===== src/hdl/aacpcp_pkg.sv =====
`timescale 1ns / 1ps
// ----------------------------------------------------------------------------
// aacpcp_pkg: shared types and codes of the program config parser
// Result layout, controller command and datapath status bundles, field codes.
// ----------------------------------------------------------------------------
package aacpcp_pkg;

	// field codes of a result
	localparam logic [4:0] FC_TAG    = 5'd0;
	localparam logic [4:0] FC_OBJ    = 5'd1;
	localparam logic [4:0] FC_SFI    = 5'd2;
	localparam logic [4:0] FC_NFRONT = 5'd3;
	localparam logic [4:0] FC_NSIDE  = 5'd4;
	localparam logic [4:0] FC_NBACK  = 5'd5;
	localparam logic [4:0] FC_NLFE   = 5'd6;
	localparam logic [4:0] FC_NASSOC = 5'd7;
	localparam logic [4:0] FC_NCC    = 5'd8;
	localparam logic [4:0] FC_MONO   = 5'd9;
	localparam logic [4:0] FC_STEREO = 5'd10;
	localparam logic [4:0] FC_MATRIX = 5'd11;
	localparam logic [4:0] FC_LFRONT = 5'd12;
	localparam logic [4:0] FC_CLEN   = 5'd18;
	localparam logic [4:0] FC_DONE   = 5'd19;

	// result status codes
	localparam logic [1:0] ST_OK      = 2'd0;
	localparam logic [1:0] ST_PROFILE = 2'd1;
	localparam logic [1:0] ST_FREQ    = 2'd2;

	// configuration register indexes
	localparam logic CFG_PROFILE  = 1'b0;
	localparam logic CFG_FREQ_CNT = 1'b1;

	// element lists, in stream order
	localparam int          LIST_CNT  = 6;
	localparam logic [2:0]  LST_FRONT = 3'd0;
	localparam logic [2:0]  LST_SIDE  = 3'd1;
	localparam logic [2:0]  LST_BACK  = 3'd2;
	localparam logic [2:0]  LST_LFE   = 3'd3;
	localparam logic [2:0]  LST_ASSOC = 3'd4;
	localparam logic [2:0]  LST_CC    = 3'd5;

	// one result item
	typedef struct packed {
		logic [4:0] code;
		logic [3:0] index;
		logic [7:0] value;
		logic       pair;
		logic [1:0] status;
		logic       last;
	} res_t;

	// controller to datapath
	typedef struct packed {
		logic       load;        // take the accepted byte
		logic       use_offset;  // first byte of an element: skip leading bits
		logic       clear;       // new element: clear field and list state
		logic       step;        // shift one stream bit into the collector
		logic [3:0] width;       // width of the field being collected
		logic       drop;        // discard the rest of the byte
		logic       count_wr;
		logic [2:0] count_sel;
		logic [2:0] list_sel;
		logic       list_adv;
		logic       list_clr;
		logic       comment_ld;
		logic       comment_dec;
		logic       emit;
		res_t       res;
	} cmd_t;

	// datapath to controller
	typedef struct packed {
		logic       bit_avail;    // bits of the current byte remain
		logic       field_done;   // the next bit completes the field
		logic [7:0] value;        // field value including the next bit
		logic       prof_ok;
		logic       sfi_ok;
		logic [5:0] count_nz;
		logic       list_end;
		logic [3:0] list_pos;
		logic       comment_last;
		logic       out_free;     // output register can take a result
	} sts_t;

endpackage


===== src/hdl/aacpcp_dpath.sv =====
`timescale 1ns / 1ps
// ----------------------------------------------------------------------------
// aacpcp_dpath: bit collector and storage of the program config parser
// Byte shifter, field collector, element counts, list position, comment
// counter, configuration registers and the output register.
// ----------------------------------------------------------------------------
module aacpcp_dpath (
	input  logic               clk,
	input  logic               arst_n,
	input  aacpcp_pkg::cmd_t   cmd,
	output aacpcp_pkg::sts_t   sts,
	input  logic [7:0]         data_byte,
	input  logic [2:0]         start_bit_offset,
	input  logic               cfg_wr_en,
	input  logic               cfg_index,
	input  logic [4:0]         cfg_data,
	output logic               out_valid,
	input  logic               out_stall,
	output aacpcp_pkg::res_t   out_res
);
	import aacpcp_pkg::*;

	logic [7:0] byte_q;
	logic [3:0] bits_left_q;
	logic [7:0] coll_q;
	logic [3:0] pend_q;
	logic [3:0] counts_q [LIST_CNT];
	logic [3:0] list_pos_q;
	logic [7:0] comment_q;
	logic [1:0] prof_q;
	logic [4:0] vfic_q;
	logic       out_valid_q;
	res_t       res_q;

	logic [7:0] coll_next;
	logic [3:0] pend_next;

	// next collector value with the current stream bit
	assign coll_next = {coll_q[6:0], byte_q[7]};
	assign pend_next = 4'(pend_q + 4'd1);

	// status toward the controller
	always_comb begin
		sts.bit_avail    = (bits_left_q != 4'd0);
		sts.field_done   = (pend_next == cmd.width);
		sts.value        = coll_next;
		sts.prof_ok      = (coll_next == {6'd0, prof_q});
		sts.sfi_ok       = (coll_next < {3'd0, vfic_q});
		for (int i = 0; i < LIST_CNT; i++) begin
			sts.count_nz[i] = (counts_q[i] != 4'd0);
		end
		sts.list_end     = (4'(list_pos_q + 4'd1) >= counts_q[cmd.list_sel]);
		sts.list_pos     = list_pos_q;
		sts.comment_last = (comment_q == 8'd1);
		sts.out_free     = !out_valid_q || !out_stall;
	end

	// control and storage registers
	always_ff @(posedge clk or negedge arst_n) begin
		if (!arst_n) begin
			bits_left_q <= 4'd0;
			coll_q      <= 8'd0;
			pend_q      <= 4'd0;
			list_pos_q  <= 4'd0;
			comment_q   <= 8'd0;
			prof_q      <= 2'd1;
			vfic_q      <= 5'd12;
			out_valid_q <= 1'b0;
			for (int i = 0; i < LIST_CNT; i++) begin
				counts_q[i] <= 4'd0;
			end
		end else begin
			// byte bookkeeping
			if (cmd.load) begin
				bits_left_q <= cmd.use_offset ? 4'(4'd8 - {1'b0, start_bit_offset}) : 4'd8;
			end else if (cmd.drop) begin
				bits_left_q <= 4'd0;
			end else if (cmd.step) begin
				bits_left_q <= 4'(bits_left_q - 4'd1);
			end

			// field collector
			if (cmd.clear) begin
				coll_q <= 8'd0;
				pend_q <= 4'd0;
			end else if (cmd.step) begin
				if (sts.field_done) begin
					coll_q <= 8'd0;
					pend_q <= 4'd0;
				end else begin
					coll_q <= coll_next;
					pend_q <= pend_next;
				end
			end

			// element counts
			if (cmd.clear) begin
				for (int i = 0; i < LIST_CNT; i++) begin
					counts_q[i] <= 4'd0;
				end
			end else if (cmd.count_wr) begin
				counts_q[cmd.count_sel] <= coll_next[3:0];
			end

			// list position
			if (cmd.clear || cmd.list_clr) begin
				list_pos_q <= 4'd0;
			end else if (cmd.list_adv) begin
				list_pos_q <= 4'(list_pos_q + 4'd1);
			end

			// comment bytes left
			if (cmd.clear) begin
				comment_q <= 8'd0;
			end else if (cmd.comment_ld) begin
				comment_q <= coll_next;
			end else if (cmd.comment_dec) begin
				comment_q <= 8'(comment_q - 8'd1);
			end

			// configuration writes
			if (cfg_wr_en) begin
				unique case (cfg_index)
					CFG_PROFILE:  prof_q <= cfg_data[1:0];
					CFG_FREQ_CNT: vfic_q <= cfg_data;
					default:      ;
				endcase
			end

			// output register
			if (cmd.emit) begin
				out_valid_q <= 1'b1;
			end else if (!out_stall) begin
				out_valid_q <= 1'b0;
			end
		end
	end

	// payload registers
	always_ff @(posedge clk) begin
		if (cmd.load) begin
			byte_q <= cmd.use_offset ? 8'(data_byte << start_bit_offset) : data_byte;
		end else if (cmd.step) begin
			byte_q <= {byte_q[6:0], 1'b0};
		end
		if (cmd.emit) begin
			res_q <= cmd.res;
		end
	end

	assign out_valid = out_valid_q;
	assign out_res   = res_q;

endmodule


===== src/hdl/aacpcp_ctrl.sv =====
`timescale 1ns / 1ps
// ----------------------------------------------------------------------------
// aacpcp_ctrl: field sequencer of the program config parser
// Walks element syntax one bit per cycle if the output is free; forms results.
// ----------------------------------------------------------------------------
module aacpcp_ctrl (
	input  logic               clk,
	input  logic               arst_n,
	input  logic               in_valid,
	output logic               in_stall,
	input  logic               start_element,
	input  aacpcp_pkg::sts_t   sts,
	output aacpcp_pkg::cmd_t   cmd
);
	import aacpcp_pkg::*;

	typedef enum logic [4:0] {
		PH_IDLE, PH_TAG, PH_OBJ, PH_SFI,
		PH_NFRONT, PH_NSIDE, PH_NBACK, PH_NLFE, PH_NASSOC, PH_NCC,
		PH_MONO_P, PH_MONO_N, PH_STEREO_P, PH_STEREO_N,
		PH_MATRIX_P, PH_MATRIX_V, PH_LIST, PH_CLEN, PH_COMMENT, PH_DONE
	} phase_t;

	phase_t     phase_q, phase_d;
	logic [2:0] list_sel_q, list_sel_d;
	logic       in_acc;
	logic [3:0] nl;
	logic [2:0] nl_from;

	function automatic res_t mk_res(input logic [4:0] code, input logic [3:0] idx,
	                                input logic [7:0] val, input logic pair,
	                                input logic [1:0] st, input logic lst);
		res_t r;
		r.code   = code;
		r.index  = idx;
		r.value  = val;
		r.pair   = pair;
		r.status = st;
		r.last   = lst;
		return r;
	endfunction

	function automatic logic [3:0] list_width(input logic [2:0] sel);
		logic [3:0] w;
		unique case (sel) inside
			LST_LFE, LST_ASSOC: w = 4'd4;
			default:            w = 4'd5;
		endcase
		return w;
	endfunction

	// first non-empty list at or after k: {found, list}
	function automatic logic [3:0] next_list(input logic [5:0] nz, input logic [2:0] k);
		logic [3:0] r;
		r = 4'd0;
		for (int i = LIST_CNT - 1; i >= 0; i--) begin
			if (3'(i) >= k && nz[i]) begin
				r = {1'b1, 3'(i)};
			end
		end
		return r;
	endfunction

	// busy while bits of a byte remain or the done result waits
	assign in_stall = sts.bit_avail || (phase_q == PH_DONE);
	assign in_acc   = in_valid && !in_stall;

	assign nl_from = (phase_q == PH_LIST) ? 3'(list_sel_q + 3'd1) : LST_FRONT;
	assign nl      = next_list(sts.count_nz, nl_from);

	// sequencer
	always_comb begin
		cmd        = '0;
		phase_d    = phase_q;
		list_sel_d = list_sel_q;
		cmd.list_sel = list_sel_q;

		// width of the field of this phase
		unique case (phase_q) inside
			PH_TAG, PH_SFI, PH_NFRONT, PH_NSIDE, PH_NBACK, PH_NCC,
			PH_MONO_N, PH_STEREO_N:            cmd.width = 4'd4;
			PH_OBJ, PH_NLFE:                   cmd.width = 4'd2;
			PH_NASSOC, PH_MATRIX_V:            cmd.width = 4'd3;
			PH_MONO_P, PH_STEREO_P, PH_MATRIX_P: cmd.width = 4'd1;
			PH_LIST:                           cmd.width = list_width(list_sel_q);
			PH_CLEN:                           cmd.width = 4'd8;
			default:                           cmd.width = 4'd1;
		endcase

		if (in_acc) begin
			// byte intake
			if (start_element) begin
				phase_d        = PH_TAG;
				list_sel_d     = LST_FRONT;
				cmd.clear      = 1'b1;
				cmd.load       = 1'b1;
				cmd.use_offset = 1'b1;
			end else if (phase_q != PH_IDLE) begin
				cmd.load = 1'b1;
			end
		end else if (phase_q == PH_DONE) begin
			if (sts.out_free) begin
				cmd.emit = 1'b1;
				cmd.res  = mk_res(FC_DONE, 4'd0, 8'd0, 1'b0, ST_OK, 1'b1);
				phase_d  = PH_IDLE;
			end
		end else if (sts.bit_avail && sts.out_free) begin
			if (phase_q == PH_COMMENT) begin
				// count off the loaded comment byte and drop its bits
				cmd.comment_dec = 1'b1;
				cmd.drop        = 1'b1;
				if (sts.comment_last) begin
					cmd.emit = 1'b1;
					cmd.res  = mk_res(FC_DONE, 4'd0, 8'd0, 1'b0, ST_OK, 1'b1);
					phase_d  = PH_IDLE;
				end
			end else if (phase_q == PH_IDLE) begin
				cmd.drop = 1'b1;
			end else begin
				cmd.step = 1'b1;
				if (sts.field_done) begin
					unique case (phase_q)
						PH_TAG: begin
							cmd.emit = 1'b1;
							cmd.res  = mk_res(FC_TAG, 4'd0, sts.value, 1'b0, ST_OK, 1'b0);
							phase_d  = PH_OBJ;
						end
						PH_OBJ: begin
							cmd.emit = 1'b1;
							if (sts.prof_ok) begin
								cmd.res = mk_res(FC_OBJ, 4'd0, sts.value, 1'b0, ST_OK, 1'b0);
								phase_d = PH_SFI;
							end else begin
								cmd.res  = mk_res(FC_OBJ, 4'd0, sts.value, 1'b0, ST_PROFILE,
								                  1'b1);
								cmd.drop = 1'b1;
								phase_d  = PH_IDLE;
							end
						end
						PH_SFI: begin
							cmd.emit = 1'b1;
							if (sts.sfi_ok) begin
								cmd.res = mk_res(FC_SFI, 4'd0, sts.value, 1'b0, ST_OK, 1'b0);
								phase_d = PH_NFRONT;
							end else begin
								cmd.res  = mk_res(FC_SFI, 4'd0, sts.value, 1'b0, ST_FREQ, 1'b1);
								cmd.drop = 1'b1;
								phase_d  = PH_IDLE;
							end
						end
						PH_NFRONT: begin
							cmd.emit      = 1'b1;
							cmd.res       = mk_res(FC_NFRONT, 4'd0, sts.value, 1'b0, ST_OK, 1'b0);
							cmd.count_wr  = 1'b1;
							cmd.count_sel = LST_FRONT;
							phase_d       = PH_NSIDE;
						end
						PH_NSIDE: begin
							cmd.emit      = 1'b1;
							cmd.res       = mk_res(FC_NSIDE, 4'd0, sts.value, 1'b0, ST_OK, 1'b0);
							cmd.count_wr  = 1'b1;
							cmd.count_sel = LST_SIDE;
							phase_d       = PH_NBACK;
						end
						PH_NBACK: begin
							cmd.emit      = 1'b1;
							cmd.res       = mk_res(FC_NBACK, 4'd0, sts.value, 1'b0, ST_OK, 1'b0);
							cmd.count_wr  = 1'b1;
							cmd.count_sel = LST_BACK;
							phase_d       = PH_NLFE;
						end
						PH_NLFE: begin
							cmd.emit      = 1'b1;
							cmd.res       = mk_res(FC_NLFE, 4'd0, sts.value, 1'b0, ST_OK, 1'b0);
							cmd.count_wr  = 1'b1;
							cmd.count_sel = LST_LFE;
							phase_d       = PH_NASSOC;
						end
						PH_NASSOC: begin
							cmd.emit      = 1'b1;
							cmd.res       = mk_res(FC_NASSOC, 4'd0, sts.value, 1'b0, ST_OK, 1'b0);
							cmd.count_wr  = 1'b1;
							cmd.count_sel = LST_ASSOC;
							phase_d       = PH_NCC;
						end
						PH_NCC: begin
							cmd.emit      = 1'b1;
							cmd.res       = mk_res(FC_NCC, 4'd0, sts.value, 1'b0, ST_OK, 1'b0);
							cmd.count_wr  = 1'b1;
							cmd.count_sel = LST_CC;
							phase_d       = PH_MONO_P;
						end
						PH_MONO_P: begin
							if (sts.value[0]) begin
								phase_d = PH_MONO_N;
							end else begin
								cmd.emit = 1'b1;
								cmd.res  = mk_res(FC_MONO, 4'd0, 8'd0, 1'b0, ST_OK, 1'b0);
								phase_d  = PH_STEREO_P;
							end
						end
						PH_MONO_N: begin
							cmd.emit = 1'b1;
							cmd.res  = mk_res(FC_MONO, 4'd0, sts.value, 1'b1, ST_OK, 1'b0);
							phase_d  = PH_STEREO_P;
						end
						PH_STEREO_P: begin
							if (sts.value[0]) begin
								phase_d = PH_STEREO_N;
							end else begin
								cmd.emit = 1'b1;
								cmd.res  = mk_res(FC_STEREO, 4'd0, 8'd0, 1'b0, ST_OK, 1'b0);
								phase_d  = PH_MATRIX_P;
							end
						end
						PH_STEREO_N: begin
							cmd.emit = 1'b1;
							cmd.res  = mk_res(FC_STEREO, 4'd0, sts.value, 1'b1, ST_OK, 1'b0);
							phase_d  = PH_MATRIX_P;
						end
						PH_MATRIX_P: begin
							if (sts.value[0]) begin
								phase_d = PH_MATRIX_V;
							end else begin
								cmd.emit     = 1'b1;
								cmd.res      = mk_res(FC_MATRIX, 4'd0, 8'd0, 1'b0, ST_OK, 1'b0);
								cmd.list_clr = 1'b1;
								if (nl[3]) begin
									phase_d    = PH_LIST;
									list_sel_d = nl[2:0];
								end else begin
									phase_d  = PH_CLEN;
									cmd.drop = 1'b1;
								end
							end
						end
						PH_MATRIX_V: begin
							// matrix index in bits 1:0, pseudo surround in bit 2
							cmd.emit     = 1'b1;
							cmd.res      = mk_res(FC_MATRIX, 4'd0,
							                      {5'd0, sts.value[0], sts.value[2:1]},
							                      1'b1, ST_OK, 1'b0);
							cmd.list_clr = 1'b1;
							if (nl[3]) begin
								phase_d    = PH_LIST;
								list_sel_d = nl[2:0];
							end else begin
								phase_d  = PH_CLEN;
								cmd.drop = 1'b1;
							end
						end
						PH_LIST: begin
							cmd.emit = 1'b1;
							cmd.res  = mk_res(5'(FC_LFRONT + {2'd0, list_sel_q}), sts.list_pos,
							                  {4'd0, sts.value[3:0]},
							                  (cmd.width == 4'd5) ? sts.value[4] : 1'b0,
							                  ST_OK, 1'b0);
							if (sts.list_end) begin
								cmd.list_clr = 1'b1;
								if (nl[3]) begin
									list_sel_d = nl[2:0];
								end else begin
									phase_d  = PH_CLEN;
									cmd.drop = 1'b1;
								end
							end else begin
								cmd.list_adv = 1'b1;
							end
						end
						PH_CLEN: begin
							cmd.emit = 1'b1;
							cmd.res  = mk_res(FC_CLEN, 4'd0, sts.value, 1'b0, ST_OK, 1'b0);
							cmd.drop = 1'b1;
							if (sts.value == 8'd0) begin
								phase_d = PH_DONE;
							end else begin
								cmd.comment_ld = 1'b1;
								phase_d        = PH_COMMENT;
							end
						end
						default: begin
							cmd.drop = 1'b1;
						end
					endcase
				end
			end
		end
	end

	// state register
	always_ff @(posedge clk or negedge arst_n) begin
		if (!arst_n) begin
			phase_q    <= PH_IDLE;
			list_sel_q <= LST_FRONT;
		end else begin
			phase_q    <= phase_d;
			list_sel_q <= list_sel_d;
		end
	end

	// a bit is consumed only when one is there and the output can take a result
	a_step_bit: assert property (@(posedge clk) disable iff (!arst_n)
		cmd.step |-> (sts.bit_avail && sts.out_free))
		else $error("bit step without a bit or with a full output");

	// a result is never written over one that waits
	a_emit_free: assert property (@(posedge clk) disable iff (!arst_n)
		cmd.emit |-> sts.out_free)
		else $error("result emitted into a full output register");

	// byte intake and bit steps never overlap
	a_load_step: assert property (@(posedge clk) disable iff (!arst_n)
		!(cmd.load && cmd.step))
		else $error("byte loaded while bits are being consumed");

	// the done result ends the element
	a_done_idle: assert property (@(posedge clk) disable iff (!arst_n)
		(phase_q == PH_DONE && sts.out_free) |=> (phase_q == PH_IDLE))
		else $error("done result did not return to idle");

endmodule


===== src/hdl/aac_program_config_parser.sv =====
`timescale 1ns / 1ps
// ----------------------------------------------------------------------------
// aac_program_config_parser: AAC program config element parser
// Bit-serial field sequencer with a separate datapath; one result per field.
// ----------------------------------------------------------------------------
//  channel  | direction | handshake            | payload
//  ---------+-----------+----------------------+---------------------------------
//  in       | input     | in_valid / in_stall  | data_byte, start_element,
//           |           |                      | start_bit_offset
//  out      | output    | out_valid / out_stall| field_code, element_index,
//           |           |                      | field_value, pair_flag, status, last
//  cfg      | input     | cfg_wr_en            | cfg_index, cfg_data
//
//  A header byte is taken in, then walked one bit per cycle while the output is
//  free; on the first byte of an element the walk skips start_bit_offset bits,
//  and alignment or an error drops the rest of the byte. A comment byte is taken
//  in and then counted; a zero comment length leads to a separate done result.
//  A request is taken while the previous result still sits in the output
//  register; out_stall holds the sequencer before its next bit step.
//  Reset is asynchronous and needs no clearing pass.
// ----------------------------------------------------------------------------
module aac_program_config_parser (
	input  logic       clk,
	input  logic       arst_n,
	input  logic       in_valid,
	output logic       in_stall,
	input  logic [7:0] data_byte,
	input  logic       start_element,
	input  logic [2:0] start_bit_offset,
	output logic       out_valid,
	input  logic       out_stall,
	output logic [4:0] field_code,
	output logic [3:0] element_index,
	output logic [7:0] field_value,
	output logic       pair_flag,
	output logic [1:0] status,
	output logic       last,
	input  logic       cfg_wr_en,
	input  logic       cfg_index,
	input  logic [4:0] cfg_data
);
	import aacpcp_pkg::*;

	cmd_t cmd;
	sts_t sts;
	res_t res;

	aacpcp_ctrl u_ctrl (
		.clk           (clk),
		.arst_n        (arst_n),
		.in_valid      (in_valid),
		.in_stall      (in_stall),
		.start_element (start_element),
		.sts           (sts),
		.cmd           (cmd)
	);

	aacpcp_dpath u_dpath (
		.clk              (clk),
		.arst_n           (arst_n),
		.cmd              (cmd),
		.sts              (sts),
		.data_byte        (data_byte),
		.start_bit_offset (start_bit_offset),
		.cfg_wr_en        (cfg_wr_en),
		.cfg_index        (cfg_index),
		.cfg_data         (cfg_data),
		.out_valid        (out_valid),
		.out_stall        (out_stall),
		.out_res          (res)
	);

	// result fields
	assign field_code    = res.code;
	assign element_index = res.index;
	assign field_value   = res.value;
	assign pair_flag     = res.pair;
	assign status        = res.status;
	assign last          = res.last;

endmodule

===== config.mk =====
export PLATFORM = sky130hd
export DESIGN_NAME = aac_program_config_parser
export DESIGN_NICKNAME = d
export VERILOG_FILES = /design/src/hdl/aacpcp_pkg.sv /design/src/hdl/aacpcp_dpath.sv /design/src/hdl/aacpcp_ctrl.sv /design/src/hdl/aac_program_config_parser.sv
export SDC_FILE = /design/constraint.sdc
export NUM_CORES = 1
export LEC_CHECK = 0
export ABC_AREA = 0
export BUFFER_PORTS_ARGS = -buffer_cell sky130_fd_sc_hd__buf_2
export CORE_MARGIN = 2
export CORE_UTILIZATION = 35
export CTS_CLUSTER_DIAMETER = 60
export DETAILED_ROUTE_END_ITERATION = 10
export GPL_ROUTABILITY_DRIVEN = 0
export PLACE_DENSITY = 0.53
export SKIP_CTS_REPAIR_TIMING = 1
export SYNTH_ARGS = -nofsm -noshare
export SYNTH_HDL_FRONTEND = slang
export SYNTH_HIERARCHICAL = 1
export SYNTH_SLANG_ARGS = --single-unit

===== constraint.sdc =====
create_clock -name clk -period 9.8 [get_ports clk]
set_input_delay 0.49 -clock clk [delete_from_list [all_inputs] [get_ports clk]]
set_output_delay 0.49 -clock clk [all_outputs]
set_load 0.02 [all_outputs]

==> impl_metrics.env <==
export IMPL_tightest_hold_check_type="in2async"
export IMPL_worst_slew_pin_slew_ns=1.09
export IMPL_rr_startpoint="u_ctrl/list_sel_q[0]$_DFFE_PN0P_"
export IMPL_ctsHtreeMaxLevel=3
export IMPL_first_global_vias=5171
export IMPL_slew_limit_headroom=0.266
export IMPL_power_static_leakage_nw=3.01
export IMPL_grt_pass1_wl_mm=27.8
export IMPL_place_ws_ns=5.05
export IMPL_ys_seq_area_frac=0.404
export IMPL_synth_net_count=694
export IMPL_die_area_mm2=0.0191
export IMPL_detail_route_wirelength_mm=17.0
export IMPL_leading_register_cell_type_out_of_synthesis="sky130_fd_sc_hd__dfrtp_1"
export IMPL_synth_edf_count=29
export IMPL_grt_max_degree=68
export IMPL_avgViaCountPerCell=5.75
export IMPL_io_pins=46
export IMPL_clock_skew_ns=0.00776
export IMPL_detail_route_drc_violations=0
export IMPL_post_route_period_util=0.486
export IMPL_final_period_minus_worst_setup_slack_ns=4.76
export IMPL_clkSlewWorstSetupHoldPaths_ns=0.07
export IMPL_yosys_warnings=6
export IMPL_drt_wirelength_per_cell_um=18.7
export IMPL_final_antenna_net_count=0
export IMPL_clock_sink_count=96
export IMPL_synthDistinctLibCells=79
export IMPL_crit_path_start_kind="flop"
export IMPL_insertion_delay_ns=0.36
export IMPL_post_synth_instance_area_mm2=0.00631
export IMPL_finalSetupViolCount=0
export IMPL_antenna_diode_count=0
export IMPL_grt_use_total=0.180
export IMPL_synthesis_instances=655
export IMPL_start_util=0.354
export IMPL_yosys_register_bits=96
export IMPL_die_width_um=138
export IMPL_ir_worst_vdd_v=0.000117
export IMPL_criticalPathCategory="reg2reg"
export IMPL_startpoint="u_ctrl/list_sel_q[0]$_DFFE_PN0P_"
export IMPL_syn2layout_area_growth_pct=10.4
export IMPL_final_max_slew_viol_count=0
export IMPL_vias=5235
export IMPL_number_of_antenna_violations_at_the_first_check_in_global_routing=0
export IMPL_multi_input_area_mm2=0.00347
export IMPL_outcome="completed"
export IMPL_timing_final_hold_violations=0
export IMPL_detailedPlacementHpwl_mm=12.2
export IMPL_timing_critical_path_fanout_max=15
export IMPL_final_setup_tns_ns=0
export IMPL_unrepaired_setup_endpoints_after_global_routing="false"
export IMPL_drtIter0Drc=600
export IMPL_setup_worst_path_end_class="flop"
export IMPL_layout_drive_gt1_share=0.166
export IMPL_synth_area_per_cell_um2=9.64
export IMPL_setup_reg_to_reg_worst_slack_ns=5.04
export IMPL_final_fill_count=1771
export IMPL_root_buffer="sky130_fd_sc_hd__clkbuf_16"
export IMPL_pwr_density_cell_mw_per_mm2=277
export IMPL_timing_fmax_mhz=210
export IMPL_row_cnt=49
export IMPL_worst_ep_arrival_time_ns=4.98
export IMPL_cts_buffer_depth=2
export IMPL_final_setup_worst_slack_ns=5.04
export IMPL_placeableCoreArea_mm2=0.0178
export IMPL_cts_buffers_inserted=9
export IMPL_ff2ff_path_depth=13
export IMPL_footprint_of_the_flip_flops_and_latches_mm2=0.00255
export IMPL_ys_async_sr_fraction=0.698
export IMPL_port_buffers=45
export IMPL_tritoncts="yes"
export IMPL_globalRouteOverflowTotal=0
export IMPL_worst_endpoint_required_ns=10.02
export IMPL_die_height_um=138
export IMPL_drtPass1Iterations=9
export IMPL_fin_nets=716
export IMPL_maxCapViolCount=0
==> cells in the final DEF, fill, tap and decap left out, types with 7 or more instances in the layout <==
master                      Yosys  routed
sky130_fd_sc_hd__mux2_2         9       9
sky130_fd_sc_hd__a22o_1        10      10
sky130_fd_sc_hd__and3_1         8       8
sky130_fd_sc_hd__nor2_1        69      68
sky130_fd_sc_hd__a31oi_1        8       8
sky130_fd_sc_hd__nand2b_1      16      16
sky130_fd_sc_hd__ha_1          16      16
sky130_fd_sc_hd__nor2b_1       11      11
sky130_fd_sc_hd__edfxtp_1      29      29
sky130_fd_sc_hd__nor3_1        20      20
sky130_fd_sc_hd__or4_1          9       9
sky130_fd_sc_hd__o21ai_0       26      26
sky130_fd_sc_hd__dfrtp_1       64      64
sky130_fd_sc_hd__xor2_1        17      17
sky130_fd_sc_hd__clkbuf_16      0       9
sky130_fd_sc_hd__o22ai_1        8       8
sky130_fd_sc_hd__buf_4          2       9
sky130_fd_sc_hd__mux2i_1       44      44
sky130_fd_sc_hd__a21o_1         8       8
sky130_fd_sc_hd__nand2_1       33      33
sky130_fd_sc_hd__inv_1         26      26
sky130_fd_sc_hd__buf_2          7      45
sky130_fd_sc_hd__nand3_1       13      13
sky130_fd_sc_hd__xnor2_1        7       7
sky130_fd_sc_hd__a21oi_1       40      40
==> power breakdown <==
part / leakage [nW] / switching [mW] / internal (mW)
clock network: 0.128 / 0.152 / 0.172
registers: 1.17 / 0.0907 / 0.538
logic: 1.71 / 0.616 / 0.362
==> worst max-delay path: stages, from the launching register on <==
cell and delay [ns]:
sky130_fd_sc_hd__dfrtp_1 0.74, sky130_fd_sc_hd__inv_1 0.19, sky130_fd_sc_hd__ha_1 0.24, sky130_fd_sc_hd__mux2i_1 0.19, sky130_fd_sc_hd__o21ai_0 0.11, sky130_fd_sc_hd__a22oi_1 0.28, sky130_fd_sc_hd__xor2_1 0.17, sky130_fd_sc_hd__nand3_1 0.13
sky130_fd_sc_hd__nor2_1 0.38, sky130_fd_sc_hd__nand3_1 0.38, sky130_fd_sc_hd__nor4_1 0.98, sky130_fd_sc_hd__nor3b_2 0.51, sky130_fd_sc_hd__mux2i_1 0.26, sky130_fd_sc_hd__nor2_1 0.06
==> synthesized netlist by cell type (7+ instances only) <==
master	number	share of area
sky130_fd_sc_hd__a21o_1	8	0.0095
sky130_fd_sc_hd__a21oi_1	40	0.032
sky130_fd_sc_hd__a22o_1	10	0.014
sky130_fd_sc_hd__a31oi_1	8	0.0079
sky130_fd_sc_hd__and3_1	8	0.0079
sky130_fd_sc_hd__buf_2	7	0.0056
sky130_fd_sc_hd__clkbuf_1	27	0.016
sky130_fd_sc_hd__dfrtp_1	64	0.25
sky130_fd_sc_hd__edfxtp_1	29	0.14
sky130_fd_sc_hd__ha_1	16	0.032
sky130_fd_sc_hd__inv_1	26	0.015
sky130_fd_sc_hd__mux2_2	9	0.016
sky130_fd_sc_hd__mux2i_1	44	0.070
sky130_fd_sc_hd__nand2_1	33	0.020
sky130_fd_sc_hd__nand2b_1	16	0.016
sky130_fd_sc_hd__nand3_1	13	0.010
sky130_fd_sc_hd__nor2_1	69	0.041
sky130_fd_sc_hd__nor2b_1	11	0.011
sky130_fd_sc_hd__nor3_1	20	0.016
sky130_fd_sc_hd__o21ai_0	26	0.021
sky130_fd_sc_hd__o22ai_1	8	0.0079
sky130_fd_sc_hd__or4_1	9	0.011
sky130_fd_sc_hd__xnor2_1	7	0.0097
sky130_fd_sc_hd__xor2_1	17	0.024
==> kinds of logic after synthesis <==
| logic type | share of synthesized area |
|---|---|
| AO/OA/AOI/OAI | 0.164 |
| XOR/XNOR | 0.0369 |
| multiplexers | 0.116 |
| buffers and inverters | 0.0456 |
| adder cells (fa/ha/maj) | 0.0317 |
| flip-flops | 0.404 |
| AND/OR/NAND/NOR | 0.202 |
==> registers in the layout, indices dropped and copies added, names as in the netlist <==
signal               cells
u_dpath/out_valid        1
u_dpath/prof_q           2
u_dpath/bits_left_q      4
u_dpath/pend_q           4
u_dpath/byte_q           8
u_dpath/coll_q           7
u_dpath/vfic_q           5
u_dpath/counts_q        24
u_dpath/list_pos_q       4
u_ctrl/list_sel_q        3
u_ctrl/phase_q           5
u_dpath/comment_q        8
u_dpath/out_res         21
==> final timing paths <==
check                                                         to
worst max register to register  u_dpath/counts_q[12]$_DFFE_PN0P_
worst min register to register     u_dpath/vfic_q[0]$_DFFE_PN0P_
min in group clk                   u_dpath/vfic_q[3]$_DFFE_PN1P_
worst min-delay path               u_ctrl/phase_q[3]$_DFFE_PN0P_
worst max-delay path            u_dpath/counts_q[12]$_DFFE_PN0P_
max in group asynchronous          u_dpath/pend_q[2]$_DFFE_PN0P_
==> final cells by class <==
type,count,area share
clock buffer,13,0.0345
multi-input combinational,489,0.499
clock inverter,3,0.00269
sequential,96,0.366
tap,229,0.0411
inverter,27,0.0145
timing repair buffer,54,0.0420
==> layer usage <==
layer / wire [um] / vias up / GRT usage
met2: 8190 / 184 / 0.294
met5: 0 / - / 0
met4: 301 / 0 / 0.0682
met1: 7710 / 2582 / 0.244
li1: - / 2445 / -
met3: 843 / 24 / 0.0260
==> through the flow <==
step           utilization  instances  total power [mW]  instance area, um^2  hold WS, ns
6_report             0.390        911              1.93                 6970        0.342
5_1_grt              0.390        911              2.06                 6970        0.368
4_1_cts              0.390        911              1.93                 6970        0.357
3_5_place_dp         0.376        895              1.60                 6710        0.497
3_3_place_gp         0.376        895              1.58                 6710        0.496
2_1_floorplan            -        655              1.34                 6310        0.194
Power figures use the tool's default switching activity.
